## src/rtl/core/lhp_ram.sv

```systemverilog
module lhp_ram #(
  parameter int DEPTH = 16,
  parameter int WIDTH = 64,
  parameter int AW    = (DEPTH > 1) ? $clog2(DEPTH) : 1
) (
  input  logic             clk_i,
  input  logic             rst_ni,
  input  logic             rd_en_i,
  input  logic [AW-1:0]    rd_addr_i,
  output logic [WIDTH-1:0] rd_data_o,
  input  logic             wr_en_i,
  input  logic [AW-1:0]    wr_addr_i,
  input  logic [WIDTH-1:0] wr_data_i
);

  logic [WIDTH-1:0] mem_q [DEPTH];
  logic [DEPTH-1:0] vld_q;
  logic [WIDTH-1:0] rd_data_q;
  logic             rd_vld_q;

  always_ff @(posedge clk_i) begin
    if (wr_en_i) begin
      mem_q[wr_addr_i] <= wr_data_i;
    end
    if (rd_en_i) begin
      rd_data_q <= mem_q[rd_addr_i];
    end
  end

  // entries never written since reset read as zero
  always_ff @(posedge clk_i or negedge rst_ni) begin
    if (!rst_ni) begin
      vld_q    <= '0;
      rd_vld_q <= 1'b0;
    end else begin
      if (wr_en_i) begin
        vld_q[wr_addr_i] <= 1'b1;
      end
      if (rd_en_i) begin
        rd_vld_q <= vld_q[rd_addr_i];
      end
    end
  end

  assign rd_data_o = rd_vld_q ? rd_data_q : '0;

endmodule

```

## config.mk

```make
export PLATFORM = sky130hd
export DESIGN_NAME = lhp_ram
export DESIGN_NICKNAME = d
export VERILOG_FILES = /design/src/rtl/core/lhp_ram.sv
export SDC_FILE = /design/constraint.sdc
export NUM_CORES = 1
export LEC_CHECK = 0
export BUFFER_PORTS_ARGS = -buffer_cell sky130_fd_sc_hd__buf_4
export CAP_MARGIN = 20
export CORE_ASPECT_RATIO = 1.1
export CORE_UTILIZATION = 52
export CTS_BUF_LIST = sky130_fd_sc_hd__clkbuf_4
export DETAILED_ROUTE_END_ITERATION = 10
export GPL_TIMING_DRIVEN = 0
export PLACE_DENSITY_LB_ADDON = 0.08
export SLEW_MARGIN = 20
export SYNTH_ARGS = -nofsm -noshare
export SYNTH_HDL_FRONTEND = slang
export SYNTH_SLANG_ARGS = --single-unit
```

## constraint.sdc

```tcl
create_clock -name clk_i -period 3.5 [get_ports clk_i]
set_input_delay 0.7 -clock clk_i [delete_from_list [all_inputs] [get_ports clk_i]]
set_output_delay 0.7 -clock clk_i [all_outputs]
set_load 0.1 [all_outputs]
```

==> summary.txt, run 1 <==
Outcome
  – Status: completed

Logic synthesis
  – Ys Warns: 0
  – Post-synth ARST share: 1.54%
  – Synthesized area: 41,500 sq um
  – Most frequent cell after synthesis: edfxtp_1
  – Synth Area in Adders: 0%
  – Post-Synthesis Cells: 1,615
  – Dominant cell type by area after synthesis: edfxtp_1
  – Synth top area share: 78.6%
  – Number of synthesized flops with an enable pin: 1,088
  – Distinct cells, synth: 18
  – Syn Area/Cell: 25.7 sq um
  – Yosys reg bits: 1,105
  – Synth top cells by count: edfxtp_1 (1,088), mux4_2 (324), and2_1 (64), clkbuf_1 (32), buf_6 (24)
  – Main combinational cell family by area after synthesis: multiplexers
  – Ys flop type: edfxtp_1
  – Complex-gate fraction of the synthesized area: 0%
  – Sequential area share after synthesis: 79.7%
  – Synthesized Nets: 1,691
  – Post-synthesis mux area share: 17.7%
  – Top post-synthesis cells by area: edfxtp_1 (79%), mux4_2 (18%), dfrtp_1 (1.0%), and2_1 (0.96%), buf_6 (0.65%)
  – Simple-Gate Fraction of Synth Area: 1.47%
  – Xor/xnor share of the synthesized area: 0%

Power and ir drop
  – Pwr Total: 28.6 mW
  – Pwr dens: 574 nW/um^2
  – Max VDD drop: 379 uV
  – Leak: 16.4 nW

Route
  – DR iter-0 viols: 1,944
  – Drt drc: 0
  – Drt pass-1 iters: 5
  – Vias post-DR: 20,000
  – Drt wl/cell: 28.3 microns
  – DR vias/cell: 5.85
  – Final Routed Wirelength: 96,500 microns
  – Final antenna-violating net count: 0

Critical path
  – CP Depth: 4
  – CP Cell Sequence: clkbuf_8 > clkbuf_4 > and2_1 > buf_4
  – End point of the critical path: rd_data_o[46]
  – Worst path top cell family by delay: buffers and inverters
  – Critical Path Source Type: register
  – R2R setup slack: 1860 ps
  – Worst r2r path cells: 2
  – CP Class: register to primary output
  – Critical path buffer and inverter count: 3
  – Crit. Startpoint: rd_vld_q$_DFFE_PN0P_
  – Delay of the slowest cell on the worst path: 370 ps
  – Critical path's slowest cell: dfrtp_1
  – Worst EP required: 2800 ps
  – CP arrival: 2560 ps
  – CP endpoint kind: primary output
  – Worst reg2reg startpoint: mem_q[15][20]$_DFFE_PP_
  – Crit Path Max Fanout: 10
  – Worst r2r dst: rd_data_q[20]$_DFFE_PP_

Place
  – Routability cong.: 0.696
  – PortBufs: 136
  – Worst slack, placed: 153 ps
  – Placed inst area: 45,700 sq um
  – Dpl hpwl: 60,000 microns

Clock network
  – Number of H-tree levels: 5
  – Clock buffer depth: 4
  – Number of CTS-inserted buffers: 292
  – CTS tree: done
  – Worst-path clk slew: 60 ps
  – Root buffer cell: clkbuf_4
  – Clk Latency, worst-skew pair: 1110 ps
  – CTS Sinks: 1,105

Timing
  – Unrepaired setup endpoints after global routing: no
  – Tmin final: 3260 ps
  – Crit share post-route: 93.1%
  – Worst relative slew slack: 26.6%
  – Clock Skew: 88.7 ps
  – Worst slew pin tran: 1100 ps
  – Setup WS post-layout: 240 ps
  – Final Max Tran Viols: 0
  – Fin. Hold Viols: 0
  – Setup violators final: 0
  – Fmax: 307 MHz
  – Setup TNS Final: 0 ps

Finish
  – Fill count: 5,487
  – Core Util, Final: 63.0%
  – Nets: 2,267
  – Layout area overhead: 19.9%
  – Design area: 49,800 sq um
  – Share of cells above drive strength 1: 43.9%

Global route
  – First-pass GRT wire length: 141,000 microns
  – Number of global-route vias before repair: 21,600
  – Pin count of the biggest net entering global routing: 66
  – Initial antenna violation count: 8
  – Tot GR Track Use: 24.8%
  – GRT overflow: 0

Run
  – Max Cap Viol: 0

Floorplan
  – Core footprint: 79,100 sq um
  – IO Count: 140
  – Die Y: 298 microns
  – Die area: 81,000 sq um
  – Initial Utilization: 52.6%
  – # rows: 108
  – Die Span X: 272 microns

Worst hold path
  – Hold Path Class: input port to async pin
[state kept, by name, summed over array words and instances (netlist names)]
register,cells
rd_data_q,64
vld_q,16
rd_vld_q,1
mem_q,1024
[worst min-delay path by stage]
| stage | start | end | slack [ps] | cells past startpoint |
|---|---|---|---|---|
| floorplan | rst_ni | rd_vld_q$_DFFE_PN0P_ | 400 | 0 |
| global placement | vld_q[12]$_DFFE_PN0P_ | vld_q[12]$_DFFE_PN0P_ | 450 | 1 |
| detailed placement | vld_q[13]$_DFFE_PN0P_ | vld_q[13]$_DFFE_PN0P_ | 450 | 1 |
| CTS | rst_ni | rd_vld_q$_DFFE_PN0P_ | 9 | 2 |
| global route | rst_ni | vld_q[5]$_DFFE_PN0P_ | 70 | 2 |
| finish | rst_ni | vld_q[5]$_DFFE_PN0P_ | 150 | 2 |
[cells by family after synthesis]
logic type / Yosys count
muxes: 328
DFF: 1105
buffers and inverters: 79
and+or+nand+nor: 103
[cells in the final DEF, fill, tap and decap left out, types with 2 or more instances in the layout]
cell type,count
mux2i_1,3
and2_1,64
buf_12,16
or2_2,16
buf_1,4
buf_8,17
inv_2,6
clkinv_2,5
nand2b_1,2
clkinv_1,47
dfrtp_1,17
mux4_2,324
buf_4,134
dlygate4sd3_1,68
bufinv_16,4
buf_16,39
nand3b_1,2
clkbuf_1,29
nor3_4,4
clkbuf_4,405
edfxtp_1,1088
diode_2,3
nor2_4,12
buf_2,19
buf_6,32
[worst register-to-register path: stages (launching register included)]
cell and delay, ps:
edfxtp_1 370, mux4_2 490, mux4_2 520
[where the power goes]
| group | switching [mW] | leakage (nW) | internal [mW] |
|---|---|---|---|
| registers | 0.0896 | 10.1 | 14.9 |
| clock network | 4.87 | 2.03 | 5.57 |
| logic | 2.16 | 4.29 | 0.999 |
| total | 7.11 | 16.4 | 21.5 |
[metrics by stage]
step | hold WS, ps | std cells
detailed placement | 447 | 2874
CTS | 8.54 | 3408
finish | 154 | 3411
global route | 73.1 | 3411
floorplan | 404 | 1615
global placement | 446 | 2796
[metal layers]
layer / up-vias / wire length [microns] / global-route usage (%)
met3: 139 / 7140 / 6.23
li1: 8324 / - / -
met5: - / 57 / 0
met4: 8 / 1610 / 7.38
met2: 812 / 47400 / 38.7
met1: 10700 / 40300 / 35.1
[timing repair]
item / 4_1_cts / 5_1_grt
hold buffers: 68 / 0
gates resized for setup: 6 / 0
hold endpoints to repair: 1050 / 0
buffers inserted: 0 / 0
endpoints found under the setup margin: 50 / 0
[area by class of cell]
| cell class | instances | area, sq um | area share [%] |
|---|---|---|---|
| clock buffers | 404 | 3030 | 6.09 |
| clock inverters | 62 | 344 | 0.691 |
| repair buffers | 282 | 3430 | 6.88 |
| diodes | 3 | 7.51 | 0.0151 |
| well taps | 1045 | 1310 | 2.62 |
| flip-flops and latches | 1105 | 33100 | 66.4 |
| multi-input cells | 431 | 8080 | 16.2 |
| plain buffers | 79 | 515 | 1.03 |
No activity file was read; power rests on OpenSTA's default activity.
==> run 2, diff against run 1 <==
--- a/config.mk
+++ b/config.mk
@@ -8,7 +8,8 @@
 export BUFFER_PORTS_ARGS = -buffer_cell sky130_fd_sc_hd__buf_4
 export CAP_MARGIN = 20
 export CORE_ASPECT_RATIO = 1.1
-export CORE_UTILIZATION = 52
+export CORE_MARGIN = 1.5
+export CORE_UTILIZATION = 60
 export CTS_BUF_LIST = sky130_fd_sc_hd__clkbuf_4
 export DETAILED_ROUTE_END_ITERATION = 10
 export GPL_TIMING_DRIVEN = 0
==> run 2 against run 1 <==
  * Routed wire length fell by 4.1%
  * Count of clock-buffer cells in the layout shrank 17
  * Maximum frequency down 2.7%
  * Design area decreased by 0.77%
  * Core utilization up 8.9 points
  * Clock power barely moved
  * Non-clock buffer count fell by 1
  * Via count is essentially flat
  * First-iteration DRC count rose by 6.1%
  * Critical endpoint unchanged
  * Highest routed layer unchanged
==> summary.txt, run 2 (synthesis gave the netlist of run 1 again) <==
Outcome
  – Status: completed (unchanged)

Timing
  – Crit share post-route: 95.7% (was 93.1%)
  – Final Max Tran Viols: 0 (unchanged)
  – Fmax: 299 MHz (was 307 MHz)
  – Fin. Hold Viols: 0 (unchanged)
  – Clock Skew: 51.1 ps (was 88.7 ps)
  – Unrepaired setup endpoints after global routing: no (unchanged)
  – Worst relative slew slack: 29.2% (was 26.6%)
  – Setup violators final: 0 (unchanged)
  – Worst slew pin tran: 1060 ps (was 1100 ps)
  – Tmin final: 3350 ps (was 3260 ps)
  – Setup WS post-layout: 151 ps (was 240 ps)

Global route
  – GRT overflow: 0 (unchanged)
  – Tot GR Track Use: 27.3% (was 24.8%)
  – Number of global-route vias before repair: 21,300 (was 21,600)
  – First-pass GRT wire length: 135,000 microns (was 141,000 microns)
  – Pin count of the biggest net entering global routing: 66 (unchanged)
  – Initial antenna violation count: 4 (was 8)

Clock network
  – Clock buffer depth: 4 (unchanged)
  – Clk Latency, worst-skew pair: 1080 ps (was 1110 ps)
  – Post-CTS Setup Bufs: 0 (unchanged)
  – Number of H-tree levels: 5 (unchanged)
  – Number of CTS-inserted buffers: 288 (was 292)
  – Worst-path clk slew: 70 ps (was 60 ps)
  – Root buffer cell: clkbuf_4 (unchanged)
  – CTS Sinks: 1,105 (unchanged)
  – CTS tree: done (unchanged)

Route
  – Final antenna-violating net count: 0 (unchanged)
  – Drt wl/cell: 28.2 microns (was 28.3 microns)
  – Vias post-DR: 19,900 (was 20,000)
  – Drt drc: 0 (unchanged)
  – DR iter-0 viols: 2,063 (was 1,944)
  – Final Routed Wirelength: 92,500 microns (was 96,500 microns)
  – DR vias/cell: 6.08 (was 5.85)
  – Drt pass-1 iters: 5 (unchanged)

Run
  – Max Cap Viol: 0 (unchanged)

Floorplan
  – Die Y: 279 microns (was 298 microns)
  – Die Span X: 254 microns (was 272 microns)
  – IO Count: 140 (unchanged)
  – Core footprint: 68,700 sq um (was 79,100 sq um)
  – # rows: 101 (was 108)
  – Die area: 70,800 sq um (was 81,000 sq um)
  – Initial Utilization: 60.4% (was 52.6%)

Critical path
  – Critical Path Source Type: register (unchanged)
  – Worst path top cell family by delay: buffers and inverters (unchanged)
  – Worst reg2reg startpoint: mem_q[15][4]$_DFFE_PP_ (was mem_q[15][20]$_DFFE_PP_)
  – CP arrival: 2650 ps (was 2560 ps)
  – Crit. Startpoint: rd_vld_q$_DFFE_PN0P_ (unchanged)
  – CP endpoint kind: primary output (unchanged)
  – CP Class: register to primary output (unchanged)
  – Critical path buffer and inverter count: 3 (unchanged)
  – Critical path's slowest cell: dfrtp_1 (unchanged)
  – Worst r2r path cells: 2 (unchanged)
  – Crit Path Max Fanout: 10 (unchanged)
  – Worst EP required: 2800 ps (about the same)
  – CP Depth: 4 (unchanged)
  – CP Cell Sequence: clkbuf_4 > clkbuf_4 > and2_1 > buf_4 (was clkbuf_8 > clkbuf_4 > and2_1 > buf_4)
  – End point of the critical path: rd_data_o[46] (unchanged)
  – Delay of the slowest cell on the worst path: 350 ps (was 370 ps)
  – Top cell by count, worst path: clkbuf_4
  – Worst r2r dst: rd_data_q[4]$_DFFE_PP_ (was rd_data_q[20]$_DFFE_PP_)
  – R2R setup slack: 1840 ps (was 1860 ps)

Finish
  – Commonest non-fill, non-tap cells in the layout: edfxtp_1 (1,088), clkbuf_4 (389), mux4_2 (324) (was edfxtp_1 (1,088), clkbuf_4 (405), mux4_2 (324))
  – Max FFs per register: 1,024 (unchanged)
  – Core Util, Final: 71.9% (was 63.0%)
  – Non-filler instance count after layout: 3,282 (was 3,411)
  – Share of cells above drive strength 1: 43.5% (was 43.9%)
  – Commonest non-fill, non-tap cell in the layout: edfxtp_1 (unchanged)
  – Nets: 2,262 (was 2,267)
  – Layout area overhead: 19.0% (was 19.9%)
  – Largest registers: mem_q (1024), rd_data_q (64), vld_q (16) (unchanged)
  – Largest register by flop count: mem_q (unchanged)

Place
  – Worst slack, placed: 201 ps (was 153 ps)
  – Post-Place Cells: 2,753 (was 2,874)
  – PortBufs: 136 (unchanged)
  – Dpl hpwl: 57,000 microns (was 60,000 microns)
  – Routability cong.: 0.713 (was 0.696)

Power and ir drop
  – Pwr Total: 28.2 mW (was 28.6 mW)
  – Max VDD drop: 382 uV (was 379 uV)
  – Pwr dens: 571 nW/um^2 (was 574 nW/um^2)
  – Leak: 16.3 nW (was 16.4 nW)

Worst hold path
  – Hold Path Class: input port to register (was input port to async pin)
## run 2: how the worst min path moves through the flow
stage          slack [ps]  cells past startpoint             startpoint                       to
2_1_floorplan         400                      0                 rst_ni     rd_vld_q$_DFFE_PN0P_
3_3_place_gp          450                      1  vld_q[12]$_DFFE_PN0P_    vld_q[12]$_DFFE_PN0P_
3_5_place_dp          450                      1  vld_q[15]$_DFFE_PN0P_    vld_q[15]$_DFFE_PN0P_
4_1_cts               160                      1                rd_en_i  rd_data_q[55]$_DFFE_PP_
5_1_grt               200                      1                rd_en_i  rd_data_q[55]$_DFFE_PP_
6_report              290                      1                rd_en_i  rd_data_q[55]$_DFFE_PP_
## run 2: layout make-up
| cell class | instances | area [sq um] |
|---|---|---|
| Fill cell | 4150 | 19300 |
| Tap cell | 927 | 1160 |
| Sequential cell | 1105 | 33100 |
| Clock buffer | 387 | 2910 |
| Timing Repair Buffer | 281 | 3320 |
| Antenna cell | 3 | 7.51 |
| Buffer | 79 | 510 |
| Multi-Input combinational cell | 431 | 8080 |
| Clock inverter | 69 | 347 |
## run 2: repair_timing
| action | in CTS | in global routing |
|---|---|---|
| hold buffers | 70 | 0 |
| hold endpoints to repair | 1051 | 0 |
| resized for setup | 5 | 0 |
| setup endpoints to repair | 50 | 0 |
## run 2: power by group
part	switching (mW)	leakage (nW)	total [mW]	internal, mW
Combinational	2.15	4.25	3.14	0.991
Clock	4.80	1.97	10.1	5.31
Sequential	0.0907	10.1	15.0	14.9
Total	7.04	16.3	28.2	21.2
## run 2: stage by stage
stage / hold WS [ps] / TNS, ps / cell area, sq um
floorplan: 404 / -222610 / 41600
global placement: 446 / -2630080 / 43800
detailed placement: 450 / 0 / 45500
CTS: 159 / 0 / 49400
global route: 196 / 0 / 49400
finish: 288 / 0 / 49400
## run 2: per-layer routing
| layer | GRT usage, % | vias to the layer above | wire (microns) |
|---|---|---|---|
| li1 | - | 8302 | - |
| met1 | 39.3 | 10600 | 37900 |
| met2 | 42.7 | 931 | 46000 |
| met3 | 6.46 | 101 | 7330 |
| met4 | 8.06 | 2 | 1340 |
| met5 | 0 | - | 11 |
