**config.mk**
```make
export PLATFORM = sky130hd
export DESIGN_NAME = lhp_div100
export DESIGN_NICKNAME = d
export VERILOG_FILES = /design/src/rtl/core/lhp_pkg.sv /design/src/rtl/core/lhp_div100.sv
export SDC_FILE = /design/constraint.sdc
export NUM_CORES = 1
export LEC_CHECK = 0
export ABC_AREA = 1
export BUFFER_PORTS_ARGS = -buffer_cell sky130_fd_sc_hd__buf_2
export CAP_MARGIN = 20
export CELL_PAD_IN_SITES_DETAIL_PLACEMENT = 2
export CELL_PAD_IN_SITES_GLOBAL_PLACEMENT = 2
export CORE_ASPECT_RATIO = 1.5
export CORE_UTILIZATION = 37
export DETAILED_ROUTE_END_ITERATION = 8
export PLACE_DENSITY = 0.85
export SKIP_LAST_GASP = 1
export SYNTH_ARGS = -nofsm -noshare
export SYNTH_HDL_FRONTEND = slang
export SYNTH_SLANG_ARGS = --single-unit
```
**constraint.sdc**
```tcl
create_clock -name clk_i -period 6.2 [get_ports clk_i]
set_input_delay 1.24 -clock clk_i [delete_from_list [all_inputs] [get_ports clk_i]]
set_output_delay 1.24 -clock clk_i [all_outputs]
set_load 0.02 [all_outputs]
```
**src/rtl/core/lhp_pkg.sv**
```systemverilog
package lhp_pkg;

  localparam int NUM_METRICS   = 9;
  localparam int NUM_BUCKETS   = 19;
  localparam int FINITE_BOUNDS = 18;

  localparam int METRIC_W = 4;
  localparam int DATA_W   = 64;
  localparam int PCT_W    = 7;

  localparam int MET_AW    = (NUM_METRICS > 1) ? $clog2(NUM_METRICS) : 1;
  localparam int BKT_IW    = $clog2(NUM_BUCKETS);
  localparam int BKT_CW    = $clog2(NUM_BUCKETS + 1);
  localparam int BKT_DEPTH = NUM_METRICS * NUM_BUCKETS;
  localparam int BKT_AW    = $clog2(BKT_DEPTH);
  localparam int DIV_W     = DATA_W + PCT_W;

  localparam int DIVISOR = 100;
  localparam int PCT_MAX = 100;

  localparam logic FUNC_OBSERVE = 1'b0;
  localparam logic FUNC_QUERY   = 1'b1;

  typedef logic [DATA_W-1:0] word_t;

  typedef struct packed {
    word_t count;
    word_t sum;
    word_t peak;
  } stat_t;

  localparam word_t BOUND_TABLE [FINITE_BOUNDS] = '{
    64'd1, 64'd5, 64'd10, 64'd25, 64'd50, 64'd100, 64'd250, 64'd500, 64'd1000,
    64'd2500, 64'd5000, 64'd10000, 64'd25000, 64'd50000, 64'd100000,
    64'd250000, 64'd500000, 64'd1000000
  };

  function automatic word_t bucket_bound(logic [BKT_IW-1:0] b);
    word_t bound;
    bound = '1;
    if ((int'(b) < NUM_BUCKETS - 1) && (int'(b) < FINITE_BOUNDS)) begin
      bound = BOUND_TABLE[int'(b)];
    end
    return bound;
  endfunction

  // First bucket whose bound covers the value; the top bucket takes the rest
  function automatic logic [BKT_IW-1:0] pick_bucket(word_t v);
    logic [BKT_IW-1:0] idx;
    idx = BKT_IW'(NUM_BUCKETS - 1);
    for (int b = NUM_BUCKETS - 2; b >= 0; b--) begin
      if (bucket_bound(BKT_IW'(b)) >= v) begin
        idx = BKT_IW'(b);
      end
    end
    return idx;
  endfunction

endpackage

```
**src/rtl/core/lhp_div100.sv**
```systemverilog
module lhp_div100 (
  input  logic                      clk_i,
  input  logic                      rst_ni,
  input  logic                      start_i,
  input  logic [lhp_pkg::DIV_W-1:0] dividend_i,
  output logic                      done_o,
  output lhp_pkg::word_t            quot_o,
  output logic                      rem_nz_o
);
  import lhp_pkg::*;

  localparam int          REM_W    = $clog2(DIVISOR);
  localparam int          LIMB_W   = 24;
  localparam int          LIMBS    = 3;
  localparam int          PAD_W    = LIMB_W * LIMBS;
  localparam int          PART_W   = REM_W + LIMB_W;
  localparam int          CNT_W    = $clog2(LIMBS + 1);
  localparam int          RECIP_SH = 37;
  localparam logic [31:0] RECIP    = 32'h51EB_851F;
  localparam int          PROD_W   = PART_W + 32;

  logic [PAD_W-1:0]  dq_q;
  logic [REM_W-1:0]  rem_q;
  logic [CNT_W-1:0]  cnt_q;
  logic              busy_q;
  logic              done_q;
  logic [PART_W-1:0] part;
  logic [PROD_W-1:0] prod;
  logic [LIMB_W-1:0] q_limb;
  logic [PART_W-1:0] part_rem;

  // one 24-bit slice per cycle, headed by the remainder so far; quotient
  // slices shift into dq_q
  assign part     = {rem_q, dq_q[PAD_W-1 -: LIMB_W]};
  // floor(part / 100) by reciprocal multiply, exact for any part below 2^32
  assign prod     = PROD_W'(part) * PROD_W'(RECIP);
  assign q_limb   = prod[RECIP_SH +: LIMB_W];
  assign part_rem = part - PART_W'(q_limb) * PART_W'(DIVISOR);

  always_ff @(posedge clk_i) begin
    if (start_i) begin
      dq_q  <= PAD_W'(dividend_i);
      rem_q <= '0;
    end else if (busy_q) begin
      dq_q  <= {dq_q[PAD_W-LIMB_W-1:0], q_limb};
      rem_q <= part_rem[REM_W-1:0];
    end
  end

  always_ff @(posedge clk_i or negedge rst_ni) begin
    if (!rst_ni) begin
      busy_q <= 1'b0;
      done_q <= 1'b0;
      cnt_q  <= '0;
    end else begin
      done_q <= 1'b0;
      if (start_i) begin
        busy_q <= 1'b1;
        cnt_q  <= CNT_W'(LIMBS);
      end else if (busy_q) begin
        cnt_q <= cnt_q - 1'b1;
        if (cnt_q == CNT_W'(1)) begin
          busy_q <= 1'b0;
          done_q <= 1'b1;
        end
      end
    end
  end

  assign done_o   = done_q;
  assign quot_o   = dq_q[DATA_W-1:0];
  assign rem_nz_o = rem_q != '0;

endmodule

```
==> run_results.csv, run 1 <==
group,metric,value,unit
status,run_status,"did not finish",
status,stage_where_the_run_ended,"global routing (5_1_grt)",
status,toolErrorMsg,"[ERROR GRT-0116] Global routing finished with congestion. Check the congestion regions in the DRC Viewer.",
yosys,post_synth_num_cell_types,52,
yosys,synth_mux_area_share,0,%
yosys,synth_area_in_compound_gates,4.70,%
clock_tree,number_of_buffers_between_clock_root_and_the_deepest_sink,2,
yosys,fraction_of_synthesized_cell_area_taken_by_the_top_area_cell_type,35.2,%
floorplan,row_count,107,
place,dp.cells,3611,
yosys,ys_seq_elements,83,
yosys,post_synth_fa_ha_maj_area_fraction,58.1,%
clock_tree,clock_sink_count,83,
yosys,post_synth_instance_area,21300,um2
yosys,synth_seq_area_share,11.2,%
yosys,synth_top_family_by_area,"adder cells",
yosys,synth_xor_xnor_area_share,0.617,%
yosys,syn_area_per_cell,9.05,um2
clock_tree,postCtsHoldBufs,0,
clock_tree,cts_buffer_count,9,
place,place.detailed.hpwl,96100,um
clock_tree,clk_root_buffer_cell,"sky130_fd_sc_hd__clkbuf_16",
floorplan,die_w,198,um
floorplan,design.portCount,140,
place,gp_congestion,1.08,
floorplan,floorplan.die.height,296,um
yosys,syn-instance-count,2353,
floorplan,initial_core_utilization,37.5,%
clock_tree,ctsHtreeMaxLevel,3,
global_route,grt_pass1_wl,208000,um
yosys,synth-edff-count,71,
yosys,yosysTopAreaCell,"sky130_fd_sc_hd__fa_1",
yosys,synthTopCellsByArea,"sky130_fd_sc_hd__fa_1 (35%), sky130_fd_sc_hd__ha_1 (23%), sky130_fd_sc_hd__inv_1 (12%), sky130_fd_sc_hd__edfxtp_1 (10%), sky130_fd_sc_hd__nand2_1 (6.6%)",
yosys,synth_flop_cell,"sky130_fd_sc_hd__edfxtp_1",
yosys,yosys_warnings,0,
yosys,yosys.area_share.simple,10.7,%
global_route,grt_start_max_net_pins,78,
global_route,grt_overflow_total,9,
place,preCtsSetupSlack,-1.63,ns
global_route,grt.total_usage,51.9,%
yosys,net_count_after_synthesis,3191,
place,number_of_port_buffers,139,
yosys,synthArstFlopShare,4.82,%
global_route,grt_pass1_vias,27300,
==> per-stage QoR <==
step	instance area, um2	hold slack, ns
4_1_cts	27600	0.525
3_5_place_dp	26000	0.541
3_3_place_gp	26000	0.471
2_1_floorplan	21400	0.448
==> per-layer routing <==
metal / global-route usage (%) / GRT overflow
met1: 48.2 / 0
met2: 83.2 / 8
met3: 20.7 / 0
met4: 55.6 / 1
met5: 2.53 / 0
==> cells by family after synthesis <==
kind of cell,count (synthesis)
adder cells (fa/ha/maj),764
flip-flops,83
AO/OA/AOI/OAI,172
buffers and inverters,766
XOR/XNOR,15
AND/OR/NAND/NOR,553
==> Yosys cell counts (2+ instances only) <==
| cell | count |
|---|---|
| sky130_fd_sc_hd__o21ai_0 | 46 |
| sky130_fd_sc_hd__edfxtp_1 | 71 |
| sky130_fd_sc_hd__nand2_2 | 11 |
| sky130_fd_sc_hd__a31oi_1 | 17 |
| sky130_fd_sc_hd__dfrtp_1 | 4 |
| sky130_fd_sc_hd__a21boi_0 | 2 |
| sky130_fd_sc_hd__o22ai_1 | 2 |
| sky130_fd_sc_hd__nor2_2 | 5 |
| sky130_fd_sc_hd__a21oi_2 | 6 |
| sky130_fd_sc_hd__o21a_1 | 2 |
| sky130_fd_sc_hd__o21bai_1 | 7 |
| sky130_fd_sc_hd__buf_4 | 65 |
| sky130_fd_sc_hd__o211ai_1 | 3 |
| sky130_fd_sc_hd__a21o_1 | 9 |
| sky130_fd_sc_hd__nand2_1 | 372 |
| sky130_fd_sc_hd__a211oi_1 | 2 |
| sky130_fd_sc_hd__buf_1 | 2 |
| sky130_fd_sc_hd__inv_2 | 4 |
| sky130_fd_sc_hd__xor2_1 | 8 |
| sky130_fd_sc_hd__nor4_1 | 3 |
| sky130_fd_sc_hd__nor2_1 | 85 |
| sky130_fd_sc_hd__a21oi_1 | 64 |
| sky130_fd_sc_hd__xnor2_1 | 7 |
| sky130_fd_sc_hd__or2_2 | 4 |
| sky130_fd_sc_hd__dfxtp_1 | 8 |
| sky130_fd_sc_hd__o21ai_1 | 5 |
| sky130_fd_sc_hd__inv_1 | 680 |
| sky130_fd_sc_hd__clkbuf_1 | 12 |
| sky130_fd_sc_hd__and3_1 | 8 |
| sky130_fd_sc_hd__ha_1 | 390 |
| sky130_fd_sc_hd__nand4_1 | 4 |
| sky130_fd_sc_hd__fa_1 | 374 |
| sky130_fd_sc_hd__nand3_1 | 46 |
| sky130_fd_sc_hd__nand3b_1 | 2 |
| sky130_fd_sc_hd__nor3_1 | 6 |
==> what timing repair did <==
item,CTS
endpoints found under the hold margin,0
endpoints found under the setup margin,29
buffers inserted,42
resized for setup,274
pin swaps,79
==> inputs of run 2 (changes only) <==
Settings changed: CELL_PAD_IN_SITES_DETAIL_PLACEMENT 2 to not set, CELL_PAD_IN_SITES_GLOBAL_PLACEMENT 2 to not set, CORE_ASPECT_RATIO 1.5 to not set, CORE_UTILIZATION 37 to 39, PLACE_DENSITY 0.85 to not set, PLACE_DENSITY_LB_ADDON set to 0.15.
Clock period 6.2 ns to 8.05 ns, I/O delays scaled along.
==> run 2 against run 1 <==
Net effect: synthesized area is the same; the flow now finishes without violations; synthesized cell count is the same.
==> run_results.csv, run 2 <==
group,metric,value,unit
worst_setup_path,worst_path_max_stage_delay,0.59,ns
drt,post_drt_via_cell_ratio,4.85,
global_route,grt_overflow_total,0,
global_route,grt_start_max_net_pins,82,
yosys,net_count_after_synthesis,3191,
global_route,met1_usage,35.5,%
worst_hold_path,hp-class,"reg2reg",
yosys,yosys_warnings,0,
cells_and_area,final.fill_count,5379,
yosys,synth_flop_cell,"sky130_fd_sc_hd__edfxtp_1",
clock_tree,cts_tree,"yes",
clock_tree,clk_pin_slew,0.07,ns
yosys,syn-instance-count,2353,
sta,hold_viol_final,0,
drt,drc_errors,0,
sta,relSlewSlack,27.3,%
cells_and_area,layout.nets,3308,
cells_and_area,largest_reg_by_ff_count,"dq_q",
place,gp_congestion,0.976,
floorplan,fp.coreArea,53900,um2
drt,drt_first_iter_violations,766,
clock_tree,cts_buffer_count,9,
yosys,synth-edff-count,71,
cells_and_area,layout_common_cells,"sky130_fd_sc_hd__inv_1 (679), sky130_fd_sc_hd__ha_1 (390), sky130_fd_sc_hd__fa_1 (374)",
drt,detail_route.wirelength,68400,um
place,number_of_port_buffers,139,
floorplan,fp.dieArea,55500,um2
sta,rsz0062_at_grt,"no",
worst_hold_path,min_delay_path_depth,1,
worst_setup_path,crit_top_cell,"sky130_fd_sc_hd__inv_1",
run,maxCapViolations,0,
sta,final_max_slew_viol_count,0,
global_route,use_met3,3.75,%
yosys,syn_area_per_cell,9.05,um2
cells_and_area,largest_register_ffs,72,
cells_and_area,syn_to_final_growth,8.11,%
yosys,post_synth_instance_area,21300,um2
yosys,yosysTopAreaCell,"sky130_fd_sc_hd__fa_1",
yosys,post_synth_num_cell_types,52,
cells_and_area,multi_input_comb_area,15800,um2
drt,drtAntennaViolNets,0,
sta,timing_worst_slew_pin_value,1.09,ns
worst_setup_path,timing_worst_setup_path_type,"reg2reg",
cells_and_area,final_util,42.7,%
floorplan,die_w,236,um
worst_setup_path,critPathLaunchType,"register",
status,run_status,"finished clean",
clock_tree,number_of_buffers_between_clock_root_and_the_deepest_sink,2,
floorplan,row_count,85,
yosys,synth_seq_area_share,11.2,%
yosys,synthTopCellsByArea,"sky130_fd_sc_hd__fa_1 (35%), sky130_fd_sc_hd__ha_1 (23%), sky130_fd_sc_hd__inv_1 (12%), sky130_fd_sc_hd__edfxtp_1 (10%), sky130_fd_sc_hd__nand2_1 (6.6%)",
yosys,synthArstFlopShare,4.82,%
global_route,grt_pass1_wl,105000,um
worst_setup_path,cpMaxStageDelayCell,"sky130_fd_sc_hd__edfxtp_1",
worst_setup_path,worst_path_dominant_cell_family,"adder cells",
clock_tree,clk_latency,0.37,ns
yosys,netlist_top_cells_count,"sky130_fd_sc_hd__inv_1 (680), sky130_fd_sc_hd__ha_1 (390), sky130_fd_sc_hd__fa_1 (374), sky130_fd_sc_hd__nand2_1 (372), sky130_fd_sc_hd__nor2_1 (85)",
sta,post_route_setup_tns,0,ns
place,place.detailed.hpwl,61700,um
sta,postLayoutSetupSlackWorst,0.435,ns
clock_tree,ctsHtreeMaxLevel,3,
yosys,most_instantiated_library_cell_after_synthesis,"sky130_fd_sc_hd__inv_1",
yosys,fraction_of_synthesized_cell_area_taken_by_the_top_area_cell_type,35.2,%
worst_setup_path,crit_arrival,7.87,ns
worst_setup_path,endpoint_class_of_the_critical_path,"register",
worst_setup_path,r2r_setup_slack,0.43,ns
sta,timing.clock.skew,0.0131,ns
sta,period_utilisation_layout,94.6,%
place,preCtsSetupSlack,0.234,ns
clock_tree,clock_sink_count,83,
drt,via_count,15400,
worst_setup_path,maximum_fanout_count_along_the_critical_path,7,
clock_tree,postCtsHoldBufs,0,
cells_and_area,biggestRegsByFlops,"dq_q (72), rem_q (7), cnt_q (2)",
floorplan,initial_core_utilization,39.5,%
worst_setup_path,timing.critical_path.required,8.30,ns
floorplan,design.portCount,140,
worst_setup_path,cp.buffers_inverters,8,
global_route,grt.met2_usage,43.2,%
sta,post-route-min-period,7.62,ns
floorplan,floorplan.die.height,236,um
clock_tree,post_cts.resized_instances,0,
sta,finalSetupViolations,0,
global_route,grt_pass1_vias,17000,
drt,drtPass1Iterations,5,
worst_setup_path,worst-r2r-cell-count,32,
cells_and_area,final_layout_size_suffix_gt1_share,9.70,%
clock_tree,postCtsSetupRepairBufs,0,
yosys,ys_seq_elements,83,
global_route,globalRoute.busiestLayer,"met2",
cells_and_area,final_common_cell,"sky130_fd_sc_hd__inv_1",
worst_setup_path,cp_num_cells,32,
global_route,grt.total_usage,25.8,%
global_route,antenna_found_initial,3,
sta,max_freq,131,MHz
cells_and_area,register_cell_area_after_layout,2390,um2
clock_tree,clk_root_buffer_cell,"sky130_fd_sc_hd__clkbuf_16",
drt,routed_wire_length_per_instance,21.6,um
==> run 2: cell type report <==
cell class	instances	share of cell area, %
clock buffer	9	0.979
clock inverter	7	0.228
sequential	83	10.4
timing repair buffer	187	4.91
tap	696	3.78
inverter	685	11.2
multi-input combinational	1504	68.5
antenna	1	0.0109
==> run 2: per-stage QoR <==
step           std cells  hold WS [ns]  cell area, um2
2_1_floorplan       2353         0.448           21300
3_3_place_gp        3131         0.481           22500
3_5_place_dp        3131         0.493           22500
4_1_cts             3147         0.508           22800
5_1_grt             3171         0.563           23000
6_report            3172         0.521           23000
==> run 2: kinds of logic after synthesis <==
logic type,count (synthesis),share of synthesized area [%]
simple gates,553,10.7
fa+ha+maj,764,58.1
compound gates,172,4.70
xor+xnor,15,0.617
flops,83,11.2
buf+inv,766,14.7
==> run 2: routing by layer <==
| metal | share of wire (%) | vias up |
|---|---|---|
| met5 | 0 | - |
| met4 | 1.7 | 0 |
| met3 | 5.3 | 52 |
| met2 | 48 | 399 |
| met1 | 45 | 7625 |
| li1 | - | 7302 |
==> run 2: path summary, 6_finish.rpt <==
path / start / to
max: dq_q[65]$_DFFE_PP_ / rem_q[6]$_SDFFE_PP0P_
min: cnt_q[0]$_DFFE_PN0P_ / cnt_q[0]$_DFFE_PN0P_
max reg2reg: dq_q[65]$_DFFE_PP_ / rem_q[6]$_SDFFE_PP0P_
min reg2reg: cnt_q[0]$_DFFE_PN0P_ / cnt_q[0]$_DFFE_PN0P_
max in group asynchronous: rst_ni / cnt_q[0]$_DFFE_PN0P_
min in group asynchronous: rst_ni / busy_q$_DFF_PN0_
Power of run 2 is left out: the tool's default activity adds up to more than one toggle a clock period on the data nets, which glitch-free logic cannot reach.
==> inputs of run 3 (changes only) <==
Settings changed: PLACE_DENSITY set to 0.53, PLACE_DENSITY_LB_ADDON 0.15 to not set.
==> run 3 against run 2 <==
Net effect: routed wire length decreased by 0.77%; sequential share of layout area barely moved; cell area grew 0.12%; register-to-register slack hardly changed; cell count barely moved; worst setup slack better by 0.0014 ns; non-clock buffer count decreased by 1; global-route usage is 0.13 points lower; via count increased by 0.48%; clock-buffer cell count up 2; clock skew up 0.0092 ns; critical path type unchanged.
==> run_results.csv, run 3 (same netlist as run 2, synthesis figures left out) <==
group,metric,value,unit
sta,period_utilisation_layout,94.6,%
cells_and_area,biggestRegsByFlops,"dq_q (72), rem_q (7), cnt_q (2)",
sta,max_freq,131,MHz
drt,drtAntennaViolNets,0,
drt,detail_route.wirelength,67800,um
floorplan,initial_core_utilization,39.5,%
worst_setup_path,r2r_setup_slack,0.44,ns
drt,post_drt_via_cell_ratio,4.88,
worst_setup_path,worst_path_dominant_cell_family,"adder cells",
clock_tree,cts_tree,"yes",
run,maxCapViolations,0,
worst_setup_path,cp.buffers_inverters,6,
sta,relSlewSlack,48.7,%
floorplan,design.portCount,140,
place,number_of_port_buffers,139,
place,place.detailed.hpwl,60400,um
cells_and_area,largest_reg_by_ff_count,"dq_q",
sta,hold_viol_final,0,
floorplan,fp.coreArea,53900,um2
worst_setup_path,endpoint_class_of_the_critical_path,"register",
floorplan,row_count,85,
worst_setup_path,worst-r2r-cell-count,29,
worst_setup_path,rr_endpoint,"rem_q[6]$_SDFFE_PP0P_",
global_route,use_met3,7.18,%
clock_tree,clk_latency,0.38,ns
worst_setup_path,worstSetupStartpoint,"dq_q[63]$_DFFE_PP_",
drt,drc_errors,0,
cells_and_area,layout.nets,3307,
global_route,grt_overflow_total,0,
sta,timing_worst_slew_pin_value,0.770,ns
drt,routed_wire_length_per_instance,21.4,um
floorplan,die_w,236,um
clock_tree,number_of_buffers_between_clock_root_and_the_deepest_sink,2,
global_route,grt.total_usage,25.7,%
clock_tree,clk_pin_slew,0.08,ns
cells_and_area,final_layout_size_suffix_gt1_share,9.62,%
drt,drtPass1Iterations,5,
cells_and_area,syn_to_final_growth,8.24,%
global_route,grt_start_max_net_pins,82,
cells_and_area,final_common_cell,"sky130_fd_sc_hd__inv_1",
global_route,grt_pass1_wl,104000,um
status,run_status,"finished clean",
global_route,grt.met2_usage,41.0,%
cells_and_area,layout_common_cells,"sky130_fd_sc_hd__inv_1 (679), sky130_fd_sc_hd__ha_1 (390), sky130_fd_sc_hd__fa_1 (374)",
sta,final_max_slew_viol_count,0,
worst_setup_path,worst_path_max_stage_delay,0.62,ns
sta,rsz0062_at_grt,"no",
worst_hold_path,hp-class,"reg2reg",
worst_setup_path,timing.critical_path.required,8.30,ns
place,gp_congestion,0.980,
clock_tree,clock_sink_count,83,
sta,finalSetupViolations,0,
clock_tree,postCtsHoldBufs,0,
worst_setup_path,critPathLaunchType,"register",
sta,post_route_setup_tns,0,ns
worst_hold_path,timing.hold.worst.start,"cnt_q[0]$_DFFE_PN0P_",
clock_tree,clk_root_buffer_cell,"sky130_fd_sc_hd__clkbuf_16",
floorplan,floorplan.die.height,236,um
worst_setup_path,maximum_fanout_count_along_the_critical_path,6,
floorplan,fp.dieArea,55500,um2
cells_and_area,largest_register_ffs,72,
worst_setup_path,worstSetupEndpoint,"rem_q[6]$_SDFFE_PP0P_",
drt,via_count,15500,
sta,timing.clock.skew,0.0223,ns
worst_setup_path,cpMaxStageDelayCell,"sky130_fd_sc_hd__fa_1",
worst_setup_path,critical_path.reg2reg.startpoint,"dq_q[63]$_DFFE_PP_",
global_route,globalRoute.busiestLayer,"met2",
global_route,grt_pass1_vias,17100,
sta,post-route-min-period,7.61,ns
global_route,antenna_found_initial,1,
clock_tree,cts_buffer_count,9,
drt,drt_first_iter_violations,857,
worst_setup_path,crit_arrival,7.87,ns
worst_setup_path,timing_worst_setup_path_type,"reg2reg",
worst_setup_path,crit_top_cell,"sky130_fd_sc_hd__fa_1",
clock_tree,ctsHtreeMaxLevel,3,
cells_and_area,diodes,0,
global_route,met1_usage,34.3,%
worst_setup_path,cp_num_cells,29,
## run 3: cell types whose count changed in the layout (fill, tap and decap cells not counted), sizes merged
cell	delta
clkbuf	+2
diode	-1
bufinv	+1
inv	-2
buf	-1
clkinvlp	-2
## run 3: metrics by stage
step                      util [%]  area (um2)  hold slack [ns]  std cells  setup slack, ns
after global routing          42.7       23000            0.505       3169           0.0590
after detailed placement      41.7       22500            0.485       3130            0.317
final                         42.7       23000            0.499       3169            0.436
after CTS                     42.2       22800            0.493       3145            0.223
after floorplan                  -       21300            0.448       2353             1.30
after global placement        41.7       22500            0.480       3130            0.295
## run 3: area by class of cell
| class | count | area (um2) |
|---|---|---|
| inverters | 685 | 2570 |
| clock inverters | 4 | 52.6 |
| repair buffers | 186 | 1150 |
| multi-input cells | 1504 | 15800 |
| fillers | 5416 | 30900 |
| well taps | 696 | 871 |
| clock buffers | 11 | 233 |
| flip-flops and latches | 83 | 2390 |
## run 3: layer usage
metal  routed length (um)  up-vias
li1                     -     7310
met1                29800     7619
met2                31000      461
met3                 5490       62
met4                 1580        0
met5                    0        -
## run 3: repair_timing
item	CTS	global route
buffers inserted	0	23
setup endpoints to repair	0	2
resized for setup	0	1
## run 3: worst min path at each step
stage | endpoint | cells after the start
final | cnt_q[0]$_DFFE_PN0P_ | 1
after global routing | cnt_q[0]$_DFFE_PN0P_ | 1
after CTS | cnt_q[0]$_DFFE_PN0P_ | 1
after detailed placement | cnt_q[0]$_DFFE_PN0P_ | 1
after global placement | cnt_q[0]$_DFFE_PN0P_ | 1
after floorplan | dq_q[71]$_SDFFE_PP0P_ | 2
Power of run 3 is left out for the same reason.
